`src/sv/mrsf_pkg.sv`:
```
// ----------------------------------------------------------------------------
// Multi-reader sample FIFO package
// Shared sizes, codes, position-unit request and response structs and address helpers.
// ----------------------------------------------------------------------------
package mrsf_pkg;

    localparam int DEPTH     = 1024;
    localparam int READERS   = 8;
    localparam int BATCH_MAX = 64;
    localparam int POS_BITS  = 48;

    localparam int ADDR_W = (DEPTH > 1) ? $clog2(DEPTH) : 1;
    localparam int RIDX_W = (READERS > 1) ? $clog2(READERS) : 1;
    localparam int NRD_W  = $clog2(READERS + 1);
    localparam int CNT_W  = $clog2(BATCH_MAX + 1);

    localparam int SAMPLE_W   = 32;
    localparam int KIND_W     = 2;
    localparam int READER_W   = 3;
    localparam int STATUS_W   = 3;
    localparam int POS_OUT_W  = 48;
    localparam int AR_W       = 4;
    localparam int MB_W       = 7;
    localparam int CFG_IDX_W  = 2;
    localparam int CFG_DATA_W = 8;
    localparam int S_TDATA_W  = 40;
    localparam int M_TDATA_W  = 80;

    typedef enum logic [KIND_W-1:0] {
        KIND_APPEND = 2'd0,
        KIND_READ   = 2'd1,
        KIND_CLOSE  = 2'd2,
        KIND_CLEAR  = 2'd3
    } kind_t;

    typedef enum logic [STATUS_W-1:0] {
        STAT_SAMPLE      = 3'd0,
        STAT_NO_DATA     = 3'd1,
        STAT_EOS         = 3'd2,
        STAT_APPEND_DONE = 3'd3,
        STAT_DROPPED     = 3'd4,
        STAT_BAD_READER  = 3'd5
    } status_t;

    localparam logic [CFG_IDX_W-1:0] CFG_ACTIVE_READERS = 2'd0;
    localparam logic [CFG_IDX_W-1:0] CFG_MAX_BATCH      = 2'd1;

    typedef enum logic {
        ALU_SUB = 1'b0,
        ALU_ADD = 1'b1
    } alu_op_t;

    typedef struct packed {
        alu_op_t               op;
        logic [POS_BITS-1:0]   a;
        logic [POS_BITS-1:0]   b;
        logic [POS_BITS-1:0]   c;
    } alu_req_t;

    typedef struct packed {
        logic [POS_BITS-1:0]   res;
        logic                  lt;
        logic                  zero;
    } alu_rsp_t;

    // Physical address a plus an offset of at most DEPTH, wrapped into the store.
    function automatic logic [ADDR_W-1:0] addr_add(input logic [ADDR_W-1:0] a,
                                                   input logic [ADDR_W:0]   b);
        logic [ADDR_W+1:0] sum;
        sum = {2'b00, a} + {1'b0, b};
        if (sum >= (ADDR_W+2)'(DEPTH)) begin
            sum = sum - (ADDR_W+2)'(DEPTH);
        end
        return sum[ADDR_W-1:0];
    endfunction

    function automatic logic [NRD_W-1:0] readers_in_use(input logic [AR_W-1:0] ar);
        logic [NRD_W-1:0] n;
        if (ar == '0) begin
            n = NRD_W'(1);
        end else if (32'(ar) > READERS) begin
            n = NRD_W'(READERS);
        end else begin
            n = NRD_W'(ar);
        end
        return n;
    endfunction

    function automatic logic [CNT_W-1:0] batch_cap(input logic [MB_W-1:0] mb);
        logic [CNT_W-1:0] c;
        if (mb == '0 || 32'(mb) > BATCH_MAX) begin
            c = CNT_W'(BATCH_MAX);
        end else begin
            c = CNT_W'(mb);
        end
        return c;
    endfunction

endpackage

```
`src/sv/mrsf_alu.sv`:
```
// ----------------------------------------------------------------------------
// Shared position unit
// Wrapping add or subtract on stream positions, with a compare of the result.
// ----------------------------------------------------------------------------
module mrsf_alu (
    input  mrsf_pkg::alu_req_t req,
    output mrsf_pkg::alu_rsp_t rsp
);
    import mrsf_pkg::*;

    logic [POS_BITS-1:0] sum;

    always_comb begin
        unique case (req.op)
            ALU_ADD: sum = req.a + req.b;
            ALU_SUB: sum = req.a - req.b;
            default: sum = req.a - req.b;
        endcase
        rsp.res  = sum;
        rsp.lt   = (sum < req.c);
        rsp.zero = (sum == '0);
    end

endmodule

```
`config.mk`:
```
export PLATFORM = sky130hd
export DESIGN_NAME = mrsf_alu
export DESIGN_NICKNAME = d
export VERILOG_FILES = /design/src/sv/mrsf_pkg.sv /design/src/sv/mrsf_alu.sv
export SDC_FILE = /design/constraint.sdc
export NUM_CORES = 1
export LEC_CHECK = 0
export ABC_AREA = 1
export CAP_MARGIN = 20
export CORE_MARGIN = 4
export CORE_UTILIZATION = 45
export DETAILED_ROUTE_END_ITERATION = 16
export DONT_BUFFER_PORTS = 1
export PLACE_DENSITY_LB_ADDON = 0.05
export SLEW_MARGIN = 20
export SYNTH_ARGS = -nofsm -noshare
export SYNTH_HDL_FRONTEND = slang
export SYNTH_SLANG_ARGS = --single-unit
```
`constraint.sdc`:
```
create_clock -name vclk -period 5.6
set_clock_uncertainty 0.15 [all_clocks]
set_input_delay 0.56 -clock vclk [all_inputs]
set_output_delay 0.56 -clock vclk [all_outputs]
set_load 0.05 [all_outputs]
```
==> impl_metrics.toml, run 1 <==
[run_status]
status = "complete, no violations"

[synth]
yosysWarningCount = 0
synth_top_family_by_area = "simple AND/OR/NAND/NOR gates"
synthAdderAreaFrac_pct = 17.8
synth.mux.area_fraction_pct = 0
synth-seq-area-share_pct = 0
synth_area_sq_mm = 0.00681
netlist_instances = 1332
synth_cell_types = 43
synth-simple-area-share_pct = 47.0
syn_area_per_cell_sq_um = 5.11
synthXorXnorAreaFrac_pct = 6.80
synth_compound_area_share_pct = 11.3
syn_nets = 1573

[timing]
worstMarginPinSlew_ns = 0.549
relSlewSlack_pct = 63.3
timing.fmax_mhz = 182
finalSetupViolCount = 0
whs_ns = 1.36
period_share_pct = 97.9
slew_viol_final = 0
hold_viol = 0
period_needed_ns = 5.48
rsz0062_at_grt = "true"

[final_layout]
seq_cell_count = 0
clock_buffers = 0
n_antenna_cell = 0
final_common_cell = "nand2_1"
area_delta_synth_final_pct = 17.8
ff_latch_area_sq_um = 0
multi_input_area_sq_mm = 0.00610
final_cell_mix = "nand2_1 (403), inv_1 (299), nor2_1 (127)"
nets = 1641
drive_gt1_share_pct = 15.1
nFillCells = 1652

[die]
die_w_um = 131
die-area_sq_mm = 0.0172
die_h_um = 131
num_io_pins = 195
coreArea_sq_mm = 0.0147
initial_core_util_pct = 46.3
rows = 44

[placed_design]
place.gp.congestion = 0.903
port-buffer-count = 0
place_hpwl_um = 20900

[global_route]
grt_pass1_vias = 7283
antenna_found_initial = 0
grt_max_degree = 25
gr-total-overflow = 0
track_usage_pct = 25.6
grt_pass1_wl_um = 35500

[drt]
postRouteAntennaNets = 0
drc_errors = 0
dr.pass1.iters = 5
viasPerCell = 5.08
finalWirelength_um = 22900
drt_iter0_markers = 463
detail_route.wl_per_cell_um = 14.5
vias = 8040

[critical_path]
end_kind = "output port"
cp_common_cell = "nand2_1"
arrival_ns = 4.77
crit_path_start_kind = "primary input"
cpPeakStageDelay_ns = 0.35
crit_required_ns = 4.89
cp_top_family = "simple AND/OR/NAND/NOR gates"
critPathBufInv = 4
crit_type = "primary input to output port"
slowest_stage = "ha_1"
cp_max_fo = 4

[power_and_ir_drop]
powerDensity_mw_per_mm2 = 203
p_leak_nw = 4.62
finalPower_w = 0.00163
peakVddDrop_uv = 102

[min_path]
hp-class = "primary input to output port"

[job]
cap_violations = 0
==> per-stage QoR <==
stage	util [%]	worst slack [ns]	cells	setup TNS [ns]	cell area (sq um)
floorplan	-	0.269	1332	0	6830
global placement	51.2	0.0301	1574	0	7520
detailed placement	51.2	0.0267	1574	0	7520
CTS	51.2	0.0114	1574	0	7520
global route	54.6	-0.175	1582	-0.175	8020
finish	54.6	0.120	1582	0	8020
==> cell usage after synthesis (8+ instances only) <==
cell / n / area share (%)
nand3_1: 64 / 4.7
nor2_1: 151 / 8.3
xor2_1: 39 / 5.0
o21ai_0: 25 / 1.8
nand2_2: 14 / 1.3
ha_1: 95 / 17
nor3_1: 18 / 1.3
xnor2_1: 12 / 1.5
a21oi_1: 73 / 5.4
nand2_1: 419 / 23
nor2_2: 10 / 0.92
nand3_2: 8 / 1.2
nand4_1: 23 / 2.1
inv_1: 305 / 17
nand3b_1: 12 / 1.3
==> layout make-up <==
class                           instances  area share [%]
Tap cell                              184            2.87
Inverter                              306            14.3
Multi-Input combinational cell       1021            76.0
Timing Repair Buffer                   71            6.80
==> routing by layer <==
layer  track usage, %  part of all wire, %
met1             39.2                   51
met2             39.5                   41
met3             3.54                  7.5
met4             2.06                 0.81
met5                0                    0
==> cells by family (layout without fill, tap and decap cells) <==
kind of cell / Yosys count / count (layout)
simple gates: 739 / 739
buf+inv: 311 / 377
compound gates: 134 / 134
fa+ha+maj: 96 / 96
xor+xnor: 52 / 52
==> worst paths after layout <==
check     from     end  slack (ns)  cells after the start
min    req[96]  rsp[2]        1.36                      1
max    req[49]  rsp[1]        0.12                     28
==> repair_timing <==
action	in CTS	in global routing
resized for setup	0	110
hold buffers	0	0
buffers inserted	0	8
setup endpoints to repair	0	1
endpoints found under the hold margin	0	0
==> report_power, final <==
group	switching [W]	internal (W)
clock	0	0
sequential	0	0
combinational	0.00111	0.000518
total	0.00111	0.000518
(Power assumes the default switching activity.)
==> run 2: changes to the inputs <==
--- a/config.mk
+++ b/config.mk
@@ -8,7 +8,7 @@
 export ABC_AREA = 1
 export CAP_MARGIN = 20
 export CORE_MARGIN = 4
-export CORE_UTILIZATION = 45
+export CORE_UTILIZATION = 60
 export DETAILED_ROUTE_END_ITERATION = 16
 export DONT_BUFFER_PORTS = 1
 export PLACE_DENSITY_LB_ADDON = 0.05
==> run 2 against run 1 <==
Compared with the run above: global-route usage rose by 4.8 points; die area fell by 24%; worst hold slack improved by 0.016 ns; final area fell by 4.4%; cell count fell by 3.7%; non-clock buffer count fell by 14; critical path type unchanged.
==> impl_metrics.toml, run 2 (synthesis results as in run 1) <==
[die]
die-area_sq_mm = 0.0131
die_h_um = 115
initial_core_util_pct = 62.0
coreArea_sq_mm = 0.0110
die_w_um = 115
num_io_pins = 195
rows = 38

[min_path]
min_path_cells = 1
hp-class = "primary input to output port"

[final_layout]
ff_latch_area_sq_um = 0
final_cell_area_sq_mm = 0.00767
nFillCells = 1129
final_cell_mix = "nand2_1 (414), inv_1 (304), nor2_1 (130)"
drive_gt1_share_pct = 11.6
nets = 1627
final_common_cell = "nand2_1"
clock_buffers = 0
area_delta_synth_final_pct = 12.6
seq_cell_count = 0
n_antenna_cell = 0

[drt]
postRouteAntennaNets = 0
drc_errors = 0
dr.pass1.iters = 6
drt_iter0_markers = 692
vias = 8218
detail_route.wl_per_cell_um = 13.9
finalWirelength_um = 21300
viasPerCell = 5.39

[run_status]
status = "complete, no violations"

[placed_design]
place_hpwl_um = 19000
port-buffer-count = 0
post_dp_cell_area_sq_mm = 0.00741
pre_cts_ws_ns = 0.0415
place.gp.congestion = 1.00

[timing]
hold_viol = 0
slew_viol_final = 0
finalSetupViolCount = 0
period_share_pct = 98.0
relSlewSlack_pct = 60.4
timing.fmax_mhz = 182
worstMarginPinSlew_ns = 0.592
period_needed_ns = 5.49
rsz0062_at_grt = "true"
worst_slack_ns = 0.112

[critical_path]
end_kind = "output port"
cp_common_cell = "nand2_1"
cpPeakStageDelay_ns = 0.39
crit_required_ns = 4.89
cp_max_fo = 5
crit_type = "primary input to output port"
arrival_ns = 4.78
crit_path_start_kind = "primary input"
slowest_stage = "ha_1"

[global_route]
grt_pass1_vias = 7285
track_usage_pct = 30.5
grt_pass1_wl_um = 33100
grt_max_degree = 25
gr-total-overflow = 0
antenna_found_initial = 0

[cts]
holdBufCountCts = 0

[power_and_ir_drop]
switching_share_pct = 69.3
clkPwrFrac_pct = 0
powerDensity_mw_per_mm2 = 204
p_seq_share_pct = 0
power_frac_comb_pct = 100.0
p_leak_nw = 4.55
p_sw_w = 0.00108
peakVddDrop_uv = 200
p_int_w = 0.000480

[job]
cap_violations = 0
==> run 2: cell count changes in the layout (fill, tap and decap cells not counted), sizes merged <==
cell	change
buf	-14
==> run 2: layout make-up <==
type               instances  area [sq um]  area share (%)
well taps                140           175            2.28
multi-input cells       1021          5890            76.8
repair buffers            57           453            5.91
inverters                306          1150            15.0
==> run 2: path summary, 6_finish.rpt <==
check	to	slack, ns	start
worst min-delay path	rsp[2]	1.37	req[96]
worst max-delay path	rsp[1]	0.11	req[48]
==> run 2: per-stage QoR <==
step | hold WS, ns | TNS (ns) | instances | power (W) | utilization [%]
after floorplan | 1.35 | 0 | 1332 | 0.00113 | -
after global placement | 1.38 | 0 | 1521 | 0.00148 | 67.5
after detailed placement | 1.38 | 0 | 1521 | 0.00150 | 67.5
after CTS | 1.38 | 0 | 1521 | 0.00150 | 67.5
after global routing | 1.38 | -0.238 | 1524 | 0.00172 | 69.8
final | 1.37 | 0 | 1524 | 0.00156 | 69.8
==> run 2: worst max-delay path, delay by kind of cell <==
| kind | cells | cell delay (ns) |
|---|---|---|
| adder cells (fa/ha/maj) | 3 | 0.87 |
| XOR/XNOR | 1 | 0.15 |
| buffers and inverters | 4 | 0.35 |
| AND/OR/NAND/NOR | 18 | 1.91 |
| AO/OA/AOI/OAI | 6 | 0.93 |
==> run 2: timing repair <==
item                       4_1_cts  5_1_grt
hold endpoints to repair         0        0
setup endpoints to repair        0        1
resized for setup                0       66
buffers inserted                 0        3
==> run 2: routing by layer <==
layer | part of all wire [%] | up-vias | GRT usage, %
met5 | 0 | - | 0
met4 | 2.9 | 0 | 6.73
met3 | 9.5 | 41 | 4.44
met2 | 41 | 347 | 47.1
met1 | 46 | 3578 | 44.4
li1 | - | 4252 | -
==> run 2: power groups by stage <==
| stage | clock network (W) | registers, W | logic [W] |
|---|---|---|---|
| 2_1_floorplan | 0 | 0 | 0.00113 |
| 3_3_place_gp | 0 | 0 | 0.00148 |
| 3_5_place_dp | 0 | 0 | 0.00150 |
| 4_1_cts | 0 | 0 | 0.00150 |
| 5_1_grt | 0 | 0 | 0.00172 |
| 6_report | 0 | 0 | 0.00156 |
==> run 3: changes to the inputs <==
--- a/config.mk
+++ b/config.mk
@@ -11,6 +11,7 @@
 export CORE_UTILIZATION = 60
 export DETAILED_ROUTE_END_ITERATION = 16
 export DONT_BUFFER_PORTS = 1
+export GPL_TIMING_DRIVEN = 0
 export PLACE_DENSITY_LB_ADDON = 0.05
 export SLEW_MARGIN = 20
 export SYNTH_ARGS = -nofsm -noshare
==> constraint.sdc (replaced) <==
create_clock -name vclk -period 5.1
set_clock_uncertainty 0.15 [all_clocks]
set_input_delay 0.51 -clock vclk [all_inputs]
set_output_delay 0.51 -clock vclk [all_outputs]
set_load 0.05 [all_outputs]
==> run 3 against run 2 <==
Compared with the run above: the flow now finishes with violations (setup timing); highest routed layer unchanged; cell count down 2.4%; worst hold slack worse by 0.16 ns; critical path type unchanged; via count down 1.7%; final area increased by 2.5%; total power grew 8.9%; first-iteration DRC count is 16% lower; global-route usage grew 0.28 points.
==> impl_metrics.toml, run 3 (synthesis results as in run 1) <==
[timing]
worst_slack_ns = -0.602
period_needed_ns = 5.70
timing.fmax_mhz = 175
tns_ns = -0.602
relSlewSlack_pct = 47.0
worstMarginPinSlew_ns = 0.791
slew_viol_final = 0
rsz0062_at_grt = "true"
period_share_pct = 112
hold_viol = 0
finalSetupViolCount = 1

[final_layout]
drive_gt1_share_pct = 15.4
final_util_pct = 71.6
final_common_cell = "nand2_1"
clock_buffers = 0
final_cell_area_sq_mm = 0.00786
area_delta_synth_final_pct = 15.5
nets = 1591
final_cell_mix = "nand2_1 (383), inv_1 (291), nor2_1 (126)"
seq_cell_count = 0
ff_latch_area_sq_um = 0
n_antenna_cell = 0
nFillCells = 1036

[job]
cap_violations = 0

[critical_path]
crit_path_start_kind = "primary input"
cpPeakStageDelay_ns = 0.34
arrival_ns = 5.04
slowest_stage = "a21oi_4"
end_kind = "output port"
cp_top_family = "simple AND/OR/NAND/NOR gates"
crit_required_ns = 4.44
critPathBufInv = 3
cp_max_fo = 4
crit_type = "primary input to output port"
cp_common_cell = "nand2_2"

[global_route]
grt_pass1_vias = 7227
grt_max_degree = 11
track_usage_pct = 30.8
gr-total-overflow = 0
antenna_found_initial = 0
grt_pass1_wl_um = 33400

[placed_design]
place_hpwl_um = 18800
port-buffer-count = 0
post_dp_cell_area_sq_mm = 0.00705
pre_cts_ws_ns = -0.907
place.gp.congestion = 0.988

[run_status]
status = "finished with violations"
violations = "setup timing"

[drt]
detail_route.wl_per_cell_um = 14.8
drc_errors = 0
viasPerCell = 5.43
drt_iter0_markers = 583
postRouteAntennaNets = 0
dr.pass1.iters = 6
finalWirelength_um = 22100
vias = 8075

[power_and_ir_drop]
p_leak_nw = 4.39
powerDensity_mw_per_mm2 = 217
peakVddDrop_uv = 177

[die]
coreArea_sq_mm = 0.0110
num_io_pins = 195
initial_core_util_pct = 62.0
die-area_sq_mm = 0.0131
die_w_um = 115
rows = 38
die_h_um = 115

[min_path]
hp-class = "primary input to output port"
-- run 3: power breakdown --
group / switching, W / internal, W
sequential: 0 / 0
clock: 0 / 0
combinational: 0.00123 / 0.000473
total: 0.00123 / 0.000473
-- run 3: what timing repair did --
action | 4_1_cts | 5_1_grt
setup endpoints to repair | 2 | 2
buffers inserted | 3 | 13
gates resized for setup | 54 | 121
hold buffers | 0 | 0
pin swaps | 17 | 71
-- run 3: layer usage --
layer	track usage [%]	vias to the layer above	part of all wire, %
li1	-	4165	-
met1	43.1	3537	45
met2	50.1	340	44
met3	6.18	33	10
met4	3.48	0	1.9
met5	0	-	0
-- run 3: through the flow --
stage / std cells / power (W) / hold slack, ns
finish: 1488 / 0.00170 / 1.21
global route: 1488 / 0.00187 / 1.23
CTS: 1475 / 0.00157 / 1.27
detailed placement: 1472 / 0.00151 / 1.27
global placement: 1472 / 0.00149 / 1.27
floorplan: 1332 / 0.00125 / 1.25
-- run 3: area by class of cell --
cell class	instances	area, sq um	area share, %
Multi-Input combinational cell	1021	6330	80.5
Inverter	306	1220	15.5
Tap cell	140	175	2.23
Timing Repair Buffer	16	120	1.53
Buffer	5	22.5	0.286
-- run 3: worst paths after layout --
check,start,to,slack (ns),cells past startpoint
hold / removal,req[140],rsp[46],1.21,2
setup / recovery,req[52],rsp[1],-0.60,29
